**config.mk**
```make
export PLATFORM = sky130hd
export DESIGN_NAME = countdown_two_digit_ssd_mux_top
export DESIGN_NICKNAME = d
export VERILOG_FILES = /design/src/hw/rtl/cdssd_pkg.sv /design/src/hw/rtl/cdssd_digit_pipe.sv /design/src/hw/rtl/countdown_two_digit_ssd_mux_top.sv
export SDC_FILE = /design/constraint.sdc
export NUM_CORES = 1
export LEC_CHECK = 0
export BUFFER_PORTS_ARGS = -buffer_cell sky130_fd_sc_hd__buf_2
export CAP_MARGIN = 20
export CORE_ASPECT_RATIO = 1.75
export CORE_MARGIN = 2
export CORE_UTILIZATION = 39
export CTS_BUF_LIST = sky130_fd_sc_hd__clkbuf_8 sky130_fd_sc_hd__clkbuf_16
export DETAILED_ROUTE_END_ITERATION = 16
export GPL_TIMING_DRIVEN = 1
export PLACE_DENSITY = 0.6
export RECOVER_POWER = 50
export SETUP_SLACK_MARGIN = 0.4
export SYNTH_ARGS = -nofsm -noshare
export SYNTH_HDL_FRONTEND = slang
export SYNTH_SLANG_ARGS = --single-unit
```
**constraint.sdc**
```tcl
create_clock -name clock -period 7.8 [get_ports clock]
set_input_delay 0.78 -clock clock [delete_from_list [all_inputs] [get_ports clock]]
set_output_delay 0.78 -clock clock [all_outputs]
set_load 0.02 [all_outputs]
```
**src/hw/rtl/cdssd_pkg.sv**
```systemverilog
`default_nettype none

package cdssd_pkg;

   // Request kinds carried on req_tuser
   localparam logic FUNC_TICK = 1'b0;
   localparam logic FUNC_LOAD = 1'b1;

   // Divisor selection for the digit pipe
   localparam logic [1:0] DIV_10   = 2'd0;
   localparam logic [1:0] DIV_100  = 2'd1;
   localparam logic [1:0] DIV_1000 = 2'd2;

   // Exact reciprocals for 16-bit dividends: q = (v * RCP) >> SHIFT
   localparam logic [16:0] RCP_10   = 17'd52429;  // shift 19
   localparam logic [16:0] RCP_100  = 17'd83887;  // shift 23
   localparam logic [16:0] RCP_1000 = 17'd67109;  // shift 26

   // Reciprocal of ten for quotients below 8192: (q * RCP_Q10) >> 16
   localparam logic [12:0] RCP_Q10 = 13'd6554;

   localparam logic [15:0] SPLIT_VALUE = 16'd1000;
   localparam logic [7:0]  SEG_DP      = 8'h80;

   typedef struct packed {
      logic       valid;
      logic       blank;
      logic       dot;
      logic       line;
      logic [1:0] div_sel;
   } ctrl_type;

   function automatic logic [7:0] seg_code(input logic [3:0] digit);
      logic [7:0] code;
      case (digit)
         4'd0: code = 8'd63;
         4'd1: code = 8'd6;
         4'd2: code = 8'd91;
         4'd3: code = 8'd79;
         4'd4: code = 8'd102;
         4'd5: code = 8'd109;
         4'd6: code = 8'd125;
         4'd7: code = 8'd7;
         4'd8: code = 8'd127;
         4'd9: code = 8'd111;
         default: code = 8'd0;
      endcase
      return code;
   endfunction

endpackage

`default_nettype wire

```
**src/hw/rtl/cdssd_digit_pipe.sv**
```systemverilog
`default_nettype none

// Three-stage digit extraction: divide, take tens quotient, encode.
module cdssd_digit_pipe (
   input  wire logic               clock,
   input  wire logic               reset,
   input  wire logic               advance,
   input  wire cdssd_pkg::ctrl_type ctrl,
   input  wire logic [15:0]        value,
   output logic                    out_valid,
   output logic [7:0]              out_seg,
   output logic                    out_line
);
   import cdssd_pkg::*;

   ctrl_type    c2_ff, c2_in, c3_ff;
   logic [12:0] q2_ff, q2_in;
   logic [12:0] q3_ff;
   logic [9:0]  q10_ff, q10_in;
   logic [16:0] rcp;
   logic [32:0] prod;
   logic [25:0] prod10;
   logic [12:0] times10;
   logic [12:0] rem;
   logic [7:0]  seg_ff, seg_in;
   logic        valid_ff, line_ff;

   // Stage 2: value divided by 10, 100 or 1000
   always_comb begin
      case (ctrl.div_sel)
         DIV_10:   rcp = RCP_10;
         DIV_100:  rcp = RCP_100;
         DIV_1000: rcp = RCP_1000;
         default:  rcp = RCP_10;
      endcase
      prod = 33'(value) * 33'(rcp);
      case (ctrl.div_sel)
         DIV_10:   q2_in = prod[31:19];
         DIV_100:  q2_in = {3'b000, prod[32:23]};
         DIV_1000: q2_in = {6'b000000, prod[32:26]};
         default:  q2_in = prod[31:19];
      endcase
      c2_in = ctrl;
   end

   // Stage 3: quotient divided by ten
   assign prod10 = 26'(q2_ff) * 26'(RCP_Q10);
   assign q10_in = prod10[25:16];

   // Stage 4: remainder and segment code
   always_comb begin
      times10 = {q10_ff, 3'b000} + {2'b00, q10_ff, 1'b0};
      rem     = q3_ff - times10;
      if (c3_ff.blank) begin
         seg_in = 8'h00;
      end else begin
         seg_in = seg_code(rem[3:0]) | (c3_ff.dot ? SEG_DP : 8'h00);
      end
   end

   always_ff @(posedge clock) begin
      if (reset) begin
         c2_ff.valid <= 1'b0;
         c3_ff.valid <= 1'b0;
         valid_ff    <= 1'b0;
      end else if (advance) begin
         c2_ff    <= c2_in;
         c3_ff    <= c2_ff;
         valid_ff <= c3_ff.valid;
      end
   end

   always_ff @(posedge clock) begin
      if (advance) begin
         q2_ff   <= q2_in;
         q3_ff   <= q2_ff;
         q10_ff  <= q10_in;
         seg_ff  <= seg_in;
         line_ff <= c3_ff.line;
      end
   end

   assign out_valid = valid_ff;
   assign out_seg   = seg_ff;
   assign out_line  = line_ff;

endmodule

`default_nettype wire

```
**src/hw/rtl/countdown_two_digit_ssd_mux_top.sv**
```systemverilog
// Two-digit multiplexed seven-segment countdown display.
//
// Request channel (req_*): each request is either a load (req_tuser = 1),
// which sets the 16-bit countdown value and returns nothing, or a display
// tick (req_tuser = 0), which flips the active digit, counts down by one
// unless paused, held or already zero, and returns one response.
// Response channel (rsp_*): rsp_tdata is the segment pattern (bit 7 is the
// decimal point, all zero on a tick that finds the count at zero),
// rsp_tuser is the digit line (1 left digit, 0 right digit).
// Path: an accepted tick is registered in c1_ff, c2_ff, c3_ff and then the
// output register. Throughput: one request per cycle while not stalled.
// The count update is finished in the accept cycle; the decimal digit is
// worked out over three further stages (one reciprocal multiply, one
// divide-by-ten multiply, encode).
// Stalls: when the response is not taken, the whole pipe holds and
// req_tready drops in the same cycle; nothing is lost or repeated.
// Reset: synchronous, active high; clears the count, digit select, digit
// line level and all pipe valid bits. A load in flight produces no response.
`default_nettype none

module countdown_two_digit_ssd_mux_top (
   input  wire logic        clock,
   input  wire logic        reset,
   input  wire logic        req_tvalid,
   output logic             req_tready,
   input  wire logic [23:0] req_tdata,   // load_value[15:0], pause_flag[16], hold_flag[17]
   input  wire logic        req_tuser,   // func[0]
   output logic             rsp_tvalid,
   input  wire logic        rsp_tready,
   output logic [7:0]       rsp_tdata,   // segments[7:0]
   output logic             rsp_tuser    // digit_line[0]
);
   import cdssd_pkg::*;

   logic [15:0] count_ff, count_in;
   logic        toggle_ff, toggle_in;
   logic        line_ff, line_in;
   ctrl_type    c1_ff, c1_in;
   logic [15:0] v1_ff, v1_in;
   logic        advance;
   logic        accept;
   logic        is_tick;
   logic        pause, hold;
   logic        below_split;

   // Whole pipe moves when the output slot is free or being emptied
   assign advance    = !rsp_tvalid || rsp_tready;
   assign req_tready = advance;
   assign accept     = req_tvalid && req_tready;
   assign is_tick    = (req_tuser == FUNC_TICK);
   assign pause      = req_tdata[16];
   assign hold       = req_tdata[17];

   // Count update and stage-1 control
   always_comb begin
      count_in  = count_ff;
      toggle_in = toggle_ff;
      line_in   = line_ff;
      v1_in     = count_ff;
      c1_in     = '0;
      below_split = 1'b0;
      if (accept) begin
         if (!is_tick) begin
            // load: take the new value, no response
            count_in = req_tdata[15:0];
         end else begin
            toggle_in   = !toggle_ff;
            c1_in.valid = 1'b1;
            if (count_ff == 16'd0) begin
               // blank: keep digit line, no decrement
               c1_in.blank = 1'b1;
               c1_in.line  = line_ff;
            end else begin
               if (!pause && !hold) begin
                  count_in = count_ff - 16'd1;
               end
               v1_in       = count_in;
               line_in     = toggle_in;
               c1_in.line  = toggle_in;
               below_split = (count_in < SPLIT_VALUE);
               c1_in.dot   = below_split && toggle_in;
               if (below_split) begin
                  c1_in.div_sel = toggle_in ? DIV_100 : DIV_10;
               end else begin
                  c1_in.div_sel = toggle_in ? DIV_1000 : DIV_100;
               end
            end
         end
      end
   end

   always_ff @(posedge clock) begin
      if (reset) begin
         count_ff    <= 16'd0;
         toggle_ff   <= 1'b0;
         line_ff     <= 1'b0;
         c1_ff.valid <= 1'b0;
      end else begin
         count_ff  <= count_in;
         toggle_ff <= toggle_in;
         line_ff   <= line_in;
         if (advance) begin
            c1_ff <= c1_in;
         end
      end
   end

   always_ff @(posedge clock) begin
      if (advance) begin
         v1_ff <= v1_in;
      end
   end

   cdssd_digit_pipe u_digit (
      .clock     (clock),
      .reset     (reset),
      .advance   (advance),
      .ctrl      (c1_ff),
      .value     (v1_ff),
      .out_valid (rsp_tvalid),
      .out_seg   (rsp_tdata),
      .out_line  (rsp_tuser)
   );

   // Decimal point is only ever lit on the left digit
   assert property (@(posedge clock) disable iff (reset)
      rsp_tvalid && rsp_tdata[7] |-> rsp_tuser)
      else $error("decimal point on right digit");

   // A tick at zero count leaves the count at zero
   assert property (@(posedge clock) disable iff (reset)
      accept && is_tick && count_ff == 16'd0 |=> count_ff == 16'd0)
      else $error("count moved away from zero on a tick");

   // A load does not disturb the digit select
   assert property (@(posedge clock) disable iff (reset)
      accept && !is_tick |=> $stable(toggle_ff))
      else $error("digit select changed on a load");

endmodule

`default_nettype wire

```
-- Word level (Yosys, flattened, before mapping)
Memories as Yosys holds them, arrays and structs flattened.
Cells that the tools add are included.
- bits in registers: 78
- ROM bits: 112
- logic and storage cells: 70
- memories: 1
- $add $sub $neg: 3
- multipliers: 2
- magnitude comparators: 1
- equality and inequality tests: 2
- mux-type cells: 21
- bitwise operators: 4
- reductions and logical operators: 13
- memories (memory ; words ; bits a word ; rd ports ; clocked after Yosys merged registers in ; wr ports ; RTL line ; RTL):
    (name not given) ; 16 ; 7 ; 1 ; 0 ; 0 ; cdssd_pkg.sv:35 ; case (digit)
- operators with widths (kind ; count):
    two-way mux 16 bit ; 8
    one-hot mux 17 bit (2 select lines) ; 1
    multiplier 16 x 17 -> 33 bit ; 1
    one-hot mux 13 bit (2 select lines) ; 1
    multiplier 13 x 12 -> 18 bit, second input constant ; 1
    zero test 16 bit ; 1
    less-than comparator 16 x 10 -> 1 bit, second input constant ; 1
    two-way mux 8 bit ; 2
    subtractor 16 x 1 -> 16 bit, second input constant ; 1
    two-way mux 6 bit ; 2
    OR 8 bit ; 1
    two-way mux 2 bit ; 3
    adder 4 bit ; 1
    zero test 1 bit ; 4
    two-way mux 1 bit ; 4
    AND reduction 2 bit ; 2
    subtractor 4 bit ; 1
    logical AND 1 bit ; 3
    inverter 1 bit ; 3
    OR reduction 3 bit ; 1
    == test 2 x 1 -> 1 bit, second input constant ; 1
    == test 2 bit, second input constant ; 1
    OR reduction 2 bit ; 1
    logical OR 1 bit ; 1

-- Depth between registers and ports, before layout
Gate-level depths: netlist of run 1.
- depth in word-level cells: 11
- gate-level depth with buffers: 29
- gate-level depth less buffers: 26

-- Modules after synthesis
Synthesis of run 1 repeated with hierarchy kept, for this count alone.
- cell total of the unflattened synthesis: 1346
- area total of the unflattened synthesis: 13125.1 sq um
- modules (own cells, without submodules) (module ; times used ; cells each ; area each (sq um)):
    cdssd_digit_pipe ; 1 ; 1078 ; 10724.0
    countdown_two_digit_ssd_mux_top ; 1 ; 268 ; 2401.1

-- Worst setup path before layout of run 1
OpenSTA, ideal clock, no wires.
- path kind: register to register
- start: reg c1_ff[0] (netlist name)
- end: reg u_digit.q2_ff[0], data pin
- arrival: 6693 ps
- required time: 7540 ps
- setup slack: 847 ps
- cell stages (with the launch flop): 28
- path buffers: 3
- clock period less this slack: 6953 ps
- path through: edfxtp_1 -> inv_1 -> ha_1 -> clkbuf_1 -> clkinv_1 -> clkbuf_1 -> nand2_1 -> inv_1 -> fa_1 -> inv_1 -> fa_1 -> fa_1 -> inv_1 -> fa_1 -> fa_1 -> inv_1 -> fa_1 -> inv_1 -> ha_1 -> o21a_1 -> o21ai_0 -> or4_1 -> a211oi_2 -> or2_1 -> buf_6 -> xor2_1 -> a32o_1 -> mux2_2
- longest elaborated chain between the ends: 4
- elaborated cells between the ends (all ways): 5
- RTL lines (element ; RTL line ; RTL):
    start, declared ; countdown_two_digit_ssd_mux_top.sv:38 ; ctrl_type c1_ff, c1_in;
    start signal, assigned ; countdown_two_digit_ssd_mux_top.sv:103 ; c1_ff <= c1_in;
    == test 2 bit or == test 2 x 1 -> 1 bit (tied branches) ; cdssd_digit_pipe.sv:30, cdssd_digit_pipe.sv:37 ;
    one-hot mux 17 bit (2 select lines) ; cdssd_digit_pipe.sv:30 ; case (ctrl.div_sel)
    multiplier 16 x 17 -> 33 bit ; cdssd_digit_pipe.sv:36 ; prod = 33'(value) * 33'(rcp);
    one-hot mux 13 bit (2 select lines) * ; cdssd_digit_pipe.sv:37 ; case (ctrl.div_sel)
    net u_digit.q2_in[0] ; cdssd_digit_pipe.sv:17 ; logic [12:0] q2_ff, q2_in;
    end signal, assigned ; cdssd_digit_pipe.sv:75 ; q2_ff <= q2_in;
    end, declared ; cdssd_digit_pipe.sv:17 ;
Mark *: on every way through the listed nets, which the timed path passes. The rest lies on a longest branch.
A chain may end at the register's enable or synchronous reset.

-- Worst setup path in the final report of run 1
Ends and elaborated chain as after synthesis.

==> results of run 1 <==
==> metrics by stage <==
stage / util (%) / area [sq um]
2_1_floorplan: - / 12900
3_3_place_gp: 41.3 / 13500
3_5_place_dp: 41.3 / 13500
4_1_cts: 42.2 / 13800
5_1_grt: 42.2 / 13800
6_report: 42.2 / 13800
==> critical path, cell delays in order (launching register included) <==
cell and delay, ps:
edfxtp_1 420, inv_1 80, ha_2 290, buf_12 180, nor2b_1 220, inv_1 130, fa_1 470, fa_1 510
inv_1 50, fa_1 480, fa_1 600, fa_1 570, inv_1 60, fa_1 530, inv_1 40, ha_1 350
a21o_1 210, a21o_1 190, a221oi_2 410, a21oi_1 140, or3_1 340, a32o_1 260, mux2_2 260
==> synth_stat cells (3+ instances only) <==
| cell | number |
|---|---|
| mux2i_1 | 4 |
| nor2b_1 | 22 |
| ha_1 | 210 |
| nand2b_1 | 16 |
| dfxtp_1 | 22 |
| o21ai_1 | 7 |
| nand4_1 | 3 |
| edfxtp_1 | 56 |
| nor2_1 | 65 |
| buf_2 | 3 |
| o21ai_0 | 36 |
| and3_1 | 8 |
| nor3b_1 | 5 |
| clkbuf_1 | 30 |
| a221o_1 | 3 |
| o21a_1 | 6 |
| xnor2_1 | 39 |
| fa_1 | 189 |
| or2_2 | 6 |
| a21o_1 | 15 |
| or4_1 | 3 |
| inv_1 | 318 |
| nand3_1 | 13 |
| xor2_1 | 16 |
| and2_1 | 22 |
| a32o_1 | 3 |
| nor4_1 | 4 |
| a31oi_1 | 12 |
| a21oi_1 | 44 |
| a211oi_1 | 6 |
| a2bb2oi_1 | 3 |
| nor3_1 | 10 |
| o31ai_1 | 3 |
| a22oi_1 | 5 |
| o21bai_1 | 3 |
| nand2_1 | 89 |
==> registers in the layout, summed over array words and instances, names as in the netlist, 3 cells and up <==
name,cells
u_digit.c3_ff,4
c1_ff,6
u_digit.c2_ff,4
u_digit.q2_ff,13
count_ff,16
v1_ff,16
u_digit.q10_ff,3
u_digit.out_seg,8
u_digit.q3_ff,4
==> timing repair <==
action,4_1_cts,5_1_grt
gates cloned,0,0
pin swaps,0,0
endpoints found under the setup margin,1,11
gates resized for setup,1,5
==> layer usage <==
metal / part of all wire [%] / global-route usage, % / vias up
met2: 58 / 40.7 / 166
met3: 1.6 / 1.86 / 91
met1: 33 / 17.9 / 4534
met4: 7.3 / 11.6 / 0
li1: - / - / 4314
met5: 0 / 0 / -
==> cell families after synthesis <==
| kind of cell | count (synthesis) |
|---|---|
| xor gates and xnor gates | 55 |
| DFF | 78 |
| and+or+nand+nor | 278 |
| muxes | 5 |
| buffers and inverters | 355 |
| other | 2 |
| adders and majority gates | 399 |
| AOI/OAI and AO/OA | 168 |
==> power breakdown <==
group / switching, mW / internal, mW
sequential: 0.104 / 0.629
clock: 0.190 / 0.237
combinational: 2.83 / 2.06
total: 3.13 / 2.93
==> layout make-up <==
cell class	count	share of cell area, %
multi-input cells	915	68.6
clock buffers	10	1.82
flip-flops and latches	78	15.4
clock inverters	6	0.290
well taps	405	3.68
repair buffers	40	1.54
inverters	319	8.70
==> worst paths after layout <==
check,cells after the start,end,start
worst max-delay path,22,u_digit.q2_ff[0]$_DFFE_PN_,c1_ff[0]$_SDFFCE_PP0P_
worst min-delay path,0,u_digit.c3_ff[4]$_DFFE_PP_,u_digit.c2_ff[4]$_DFFE_PP_
worst max register to register,22,u_digit.q2_ff[0]$_DFFE_PN_,c1_ff[0]$_SDFFCE_PP0P_
worst min register to register,0,u_digit.c3_ff[4]$_DFFE_PP_,u_digit.c2_ff[4]$_DFFE_PP_
==> cell usage in the layout (no fill, tap or decap), types with 7 or more instances in the layout <==
master	netlist	final
inv_1	318	318
o21ai_0	36	36
a31oi_1	12	12
edfxtp_1	56	56
a21o_1	15	15
nand2_1	89	89
fa_1	189	189
nor2_1	65	65
nand3_1	13	13
nand2b_1	16	16
and2_1	22	22
nor3_1	10	10
xor2_1	16	16
clkbuf_1	30	12
o21ai_1	7	7
a21oi_1	44	44
clkbuf_16	0	10
nor2b_1	22	22
buf_2	3	22
ha_1	210	208
xnor2_1	39	39
and3_1	8	8
conb_1	2	10
dfxtp_1	22	22
==> results.toml, run 1 <==
[logic_synthesis]
synth_seq_cells = 78
synth_top_cell_by_area = "fa_1"
synthMuxAreaShare_pct = 0.398
yosys_warnings = 0
synthXorXnorAreaFrac_pct = 3.74
synth-adder-area-share_pct = 49.8
synthCells = 1340
async_flop_share_pct = 0
yosys.area_share.simple_pct = 10.6
synth_top_family_by_area = "adder cells"
synth_compound_area_share_pct = 8.47
synth_top_area_share_pct = 29.4
synth_edf_count = 56
synth.area.top_cells = "fa_1 29%, ha_1 20%, edfxtp_1 13%, inv_1 9.3%, dfxtp_1 3.4%"
avgSynthCellArea_sq_um = 9.61
synthesis.area_sq_um = 12900
yosys_most_used_dff = "edfxtp_1"
ys_seq_area_share_pct = 16.5
ys_types = 67

[cells_and_area]
drive_above_1_share_pct = 4.53
nets = 1791
seq_area_sq_um = 2120
multi_input_area_sq_um = 9450
antennaDiodeCount = 0
layout.cells.non_filler = 1773
nFillCells = 3179
areaGrowthSynthToFinish_pct = 7.08

[clocking]
cts.clk_slew.worst_paths_ps = 60
cts-buffers-inserted = 9
cts-htree-levels = 3
clk_latency_ps = 350
cts.sinks = 78
cts_buffer_depth = 2
post-cts-setup-buffers = 0
cts_tree = "built"
cts-root-buf = "clkbuf_16"
hold_buffers = 0

[floorplan]
core_area_sq_um = 32700
die_w_microns = 141
die_h_microns = 244
start_util_pct = 39.4
num_rows = 88
pin_count = 40
fp.dieArea_sq_um = 34500

[placement]
pre_cts_slack_ps = 408
dp.cells = 1757
dp_hpwl_microns = 28300
io_buffers = 33
gp_congestion = 0.961

[run_status]
status = "complete, but fails checks"
failed_checks = "capacitance limit, slew limit"

[detailed_routing]
vias_per_cell = 5.14
dr.pass1.iters = 5
routed_wl_microns = 32400
post_drt_wl_per_cell_microns = 18.3
drt_first_iter_violations = 342
drc = 0
postRouteAntennaNets = 0
vias = 9105

[timing]
setup_tns_ps = 0
period_share_pct = 90.6
worstMarginPinSlew_ps = 3050
period_minus_slack_ps = 7070
slew_viol_final = 50
hold_violations = 0
slew_headroom_pct = -103
setup_viol = 0
rsz0062_at_grt = "no"
setup_slack_ps = 730
clock_skew_ps = 15.4
holdWs_ps = 419
max_freq_ghz = 0.141

[setup_path]
required_ps = 7900
cp.arrival_ps = 7170
r2r_slack_ps = 730
path_class = "reg -> reg"
end_kind = "register"
crit_fanout = 37
cp-start-kind = "register"

[grt]
grt_pass1_wl_microns = 52200
grt_pass1_vias = 10000
grt_overflow = 0
grt_usage_pct = 19.7
antenna_found_initial = 0
grt_start_max_net_pins = 50

[power_and_ir_drop]
ir_drop_v = 0.000480
report.power.total_mw = 6.05
power_leakage_nw = 7.34
powerDensity_nw_per_um2 = 439

[job]
max_cap_viol_count = 1

[hold_path]
hold_class = "reg -> reg"
Note: power is estimated with default switching activity, not from simulation.
==> inputs of run 2 (changes only) <==
--- a/config.mk
+++ b/config.mk
@@ -5,15 +5,15 @@
 export SDC_FILE = /design/constraint.sdc
 export NUM_CORES = 1
 export LEC_CHECK = 0
-export BUFFER_PORTS_ARGS = -buffer_cell sky130_fd_sc_hd__buf_2
+export BUFFER_PORTS_ARGS = -buffer_cell sky130_fd_sc_hd__buf_4
 export CAP_MARGIN = 20
 export CORE_ASPECT_RATIO = 1.75
 export CORE_MARGIN = 2
-export CORE_UTILIZATION = 39
+export CORE_UTILIZATION = 65
 export CTS_BUF_LIST = sky130_fd_sc_hd__clkbuf_8 sky130_fd_sc_hd__clkbuf_16
 export DETAILED_ROUTE_END_ITERATION = 16
 export GPL_TIMING_DRIVEN = 1
-export PLACE_DENSITY = 0.6
+export PLACE_DENSITY = 0.89
 export RECOVER_POWER = 50
 export SETUP_SLACK_MARGIN = 0.4
 export SYNTH_ARGS = -nofsm -noshare
==> run 2 against run 1 <==
Against the previous run: global-route usage up 12 points; final cell count fell by 9.1%; sequential share of layout area increased by 0.16 points; count of clock-buffer cells in the layout decreased by 1; core utilization grew 28 points; first-iteration DRC count increased by 71%; clock power about the same; flip-flop and latch count did not move; die area fell by 39%; setup slack worse by 70 ps; critical endpoint is now u_digit.q2_ff[5]$_DFFE_PN_; worst hold slack better by 3.3 ps; the run still ends with capacitance limit, slew limit left.
==> results.toml, run 2 (synthesis results as in run 1) <==
[timing]
hold_violations = 0
setup_tns_ps = 0
setup_viol = 0
rsz0062_at_grt = "no"
max_freq_ghz = 0.140
period_minus_slack_ps = 7140
setup_slack_ps = 659
worstMarginPinSlew_ps = 2520
period_share_pct = 91.5
slew_viol_final = 45
clock_skew_ps = 12.3
slew_headroom_pct = -68.0

[clocking]
cts.sinks = 78
cts_buffer_depth = 2
cts-buffers-inserted = 9
post-cts-setup-buffers = 0
clk_latency_ps = 360
cts-htree-levels = 3
hold_buffers = 0
cts-root-buf = "clkbuf_16"
cts.clk_slew.worst_paths_ps = 70
cts_tree = "built"

[floorplan]
fp.dieArea_sq_um = 21000
core_area_sq_um = 19600
die_w_microns = 110
die_h_microns = 190
pin_count = 40
num_rows = 68
start_util_pct = 65.8

[setup_path]
critical-path-top-delay-family = "adder cells"
crit_chain = "inv_1 > ha_2 > buf_6 > nand2_1 > fa_1 > inv_1 > fa_1 > fa_1 > fa_1 > fa_1 > inv_1 > fa_1 > inv_1 > ha_2 > nand4_1 > or4_1 > a211oi_2 > or2_4 > a211oi_1 > a211oi_1 > a221o_1"
required_ps = 8020
critPathSlowestCell = "fa_1"
cp.arrival_ps = 7360
end_kind = "register"
r2r_slack_ps = 660
cp_common_cell = "fa_1"
path_class = "reg -> reg"
cp-start-kind = "register"
crit_path_max_incr_delay_ps = 580
worst-path-buf-inv = 5
crit_fanout = 13

[detailed_routing]
vias_per_cell = 5.89
drc = 0
drt_first_iter_violations = 586
routed_wl_microns = 30900
vias = 9488
post_drt_wl_per_cell_microns = 19.2
dr.pass1.iters = 9
postRouteAntennaNets = 0

[power_and_ir_drop]
pwr-share-clk_pct = 7.0
ir_drop_v = 0.000848
pwr-share-comb_pct = 80.9
power_leakage_nw = 7.34
power_switching_mw = 3.17
powerDensity_nw_per_um2 = 446
power_switching_share_pct = 52.1
p_seq_share_pct = 12.1
p_int_mw = 2.91

[placement]
dp_hpwl_microns = 25900
gp_congestion = 1.01
io_buffers = 33
pre_cts_slack_ps = 266
dp.cells = 1594

[run_status]
failed_checks = "capacitance limit, slew limit"
status = "complete, but fails checks"

[cells_and_area]
top_regs = "count_ff (16), v1_ff (16), u_digit.q2_ff (13)"
drive_above_1_share_pct = 4.69
layout.cells.non_filler = 1611
areaGrowthSynthToFinish_pct = 5.95
layout_common_cells = "318 x inv_1, 207 x ha_1, 189 x fa_1"
antennaDiodeCount = 0
final_common_cell = "inv_1"
nets = 1789

[grt]
antenna_found_initial = 0
grt_usage_pct = 31.5
grt_pass1_vias = 10300
grt_pass1_wl_microns = 49500
grt_overflow = 0
grt_start_max_net_pins = 51

[job]
max_cap_viol_count = 1

[hold_path]
hold_class = "reg -> reg"
## run 2: cell count changes in the layout (fill, tap and decap cells not counted), moves of 2 or more
cell and delta:
buf_4 +18, clkinvlp_4 +2, buf_2 -22, clkinv_1 -2
inv_8 +2
## run 2: timing repair
item / 4_1_cts / 5_1_grt
pin swaps: 0 / 1
setup endpoints to repair: 9 / 13
gates resized for setup: 2 / 8
## run 2: power by group through the flow
| stage | combinational (mW) | sequential [mW] | clock [mW] |
|---|---|---|---|
| detailed placement | 4.78 | 0.742 | 0 |
| CTS | 4.84 | 0.733 | 0.430 |
| floorplan | 3.57 | 0.710 | 0 |
| finish | 4.92 | 0.736 | 0.428 |
| global placement | 4.46 | 0.738 | 0 |
| global route | 5.69 | 0.745 | 0.444 |
## run 2: final cells by class
cell class	count	area, sq um
clock buffers	9	225
flip-flops and latches	78	2120
well taps	245	307
fillers	1459	5930
multi-input cells	915	9470
repair buffers	38	256
clock inverters	7	63.8
inverters	319	1200
## run 2: per-layer routing
| metal | wire, microns | vias up | global-route usage [%] |
|---|---|---|---|
| met5 | 0 | - | 0 |
| met4 | 2910 | 0 | 24.3 |
| met3 | 1250 | 173 | 4.45 |
| met2 | 16800 | 352 | 58.2 |
| met1 | 9940 | 4658 | 30.1 |
| li1 | - | 4305 | - |
## run 2: worst reg2reg max path, cell delays in order (launching register included)
cell and delay [ps]:
edfxtp_1 440, inv_1 130, ha_2 250, buf_6 190
nand2_1 120, fa_1 520, inv_1 50, fa_1 570
fa_1 460, fa_1 530, fa_1 570, inv_1 80
fa_1 580, inv_1 60, ha_2 390, nand4_1 220
or4_1 580, a211oi_2 240, or2_4 240, a211oi_1 90
a211oi_1 450, a221o_1 220
## run 2: stage by stage
stage / utilization, % / instance area [sq um] / hold WS, ps / power (mW)
floorplan: - / 12900 / 400 / 4.28
global placement: 68.2 / 13400 / 403 / 5.20
detailed placement: 68.2 / 13400 / 405 / 5.52
CTS: 69.7 / 13600 / 421 / 6.00
global route: 69.7 / 13600 / 426 / 6.88
finish: 69.7 / 13600 / 422 / 6.09
## run 2: final timing paths
check	startpoint	cells after the start	to
worst max-delay path	c1_ff[1]$_SDFFCE_PP0P_	21	u_digit.q2_ff[5]$_DFFE_PN_
worst min-delay path	u_digit.c2_ff[4]$_DFFE_PP_	0	u_digit.c3_ff[4]$_DFFE_PP_
worst max register to register	c1_ff[1]$_SDFFCE_PP0P_	21	u_digit.q2_ff[5]$_DFFE_PN_
worst min register to register	u_digit.c2_ff[4]$_DFFE_PP_	0	u_digit.c3_ff[4]$_DFFE_PP_
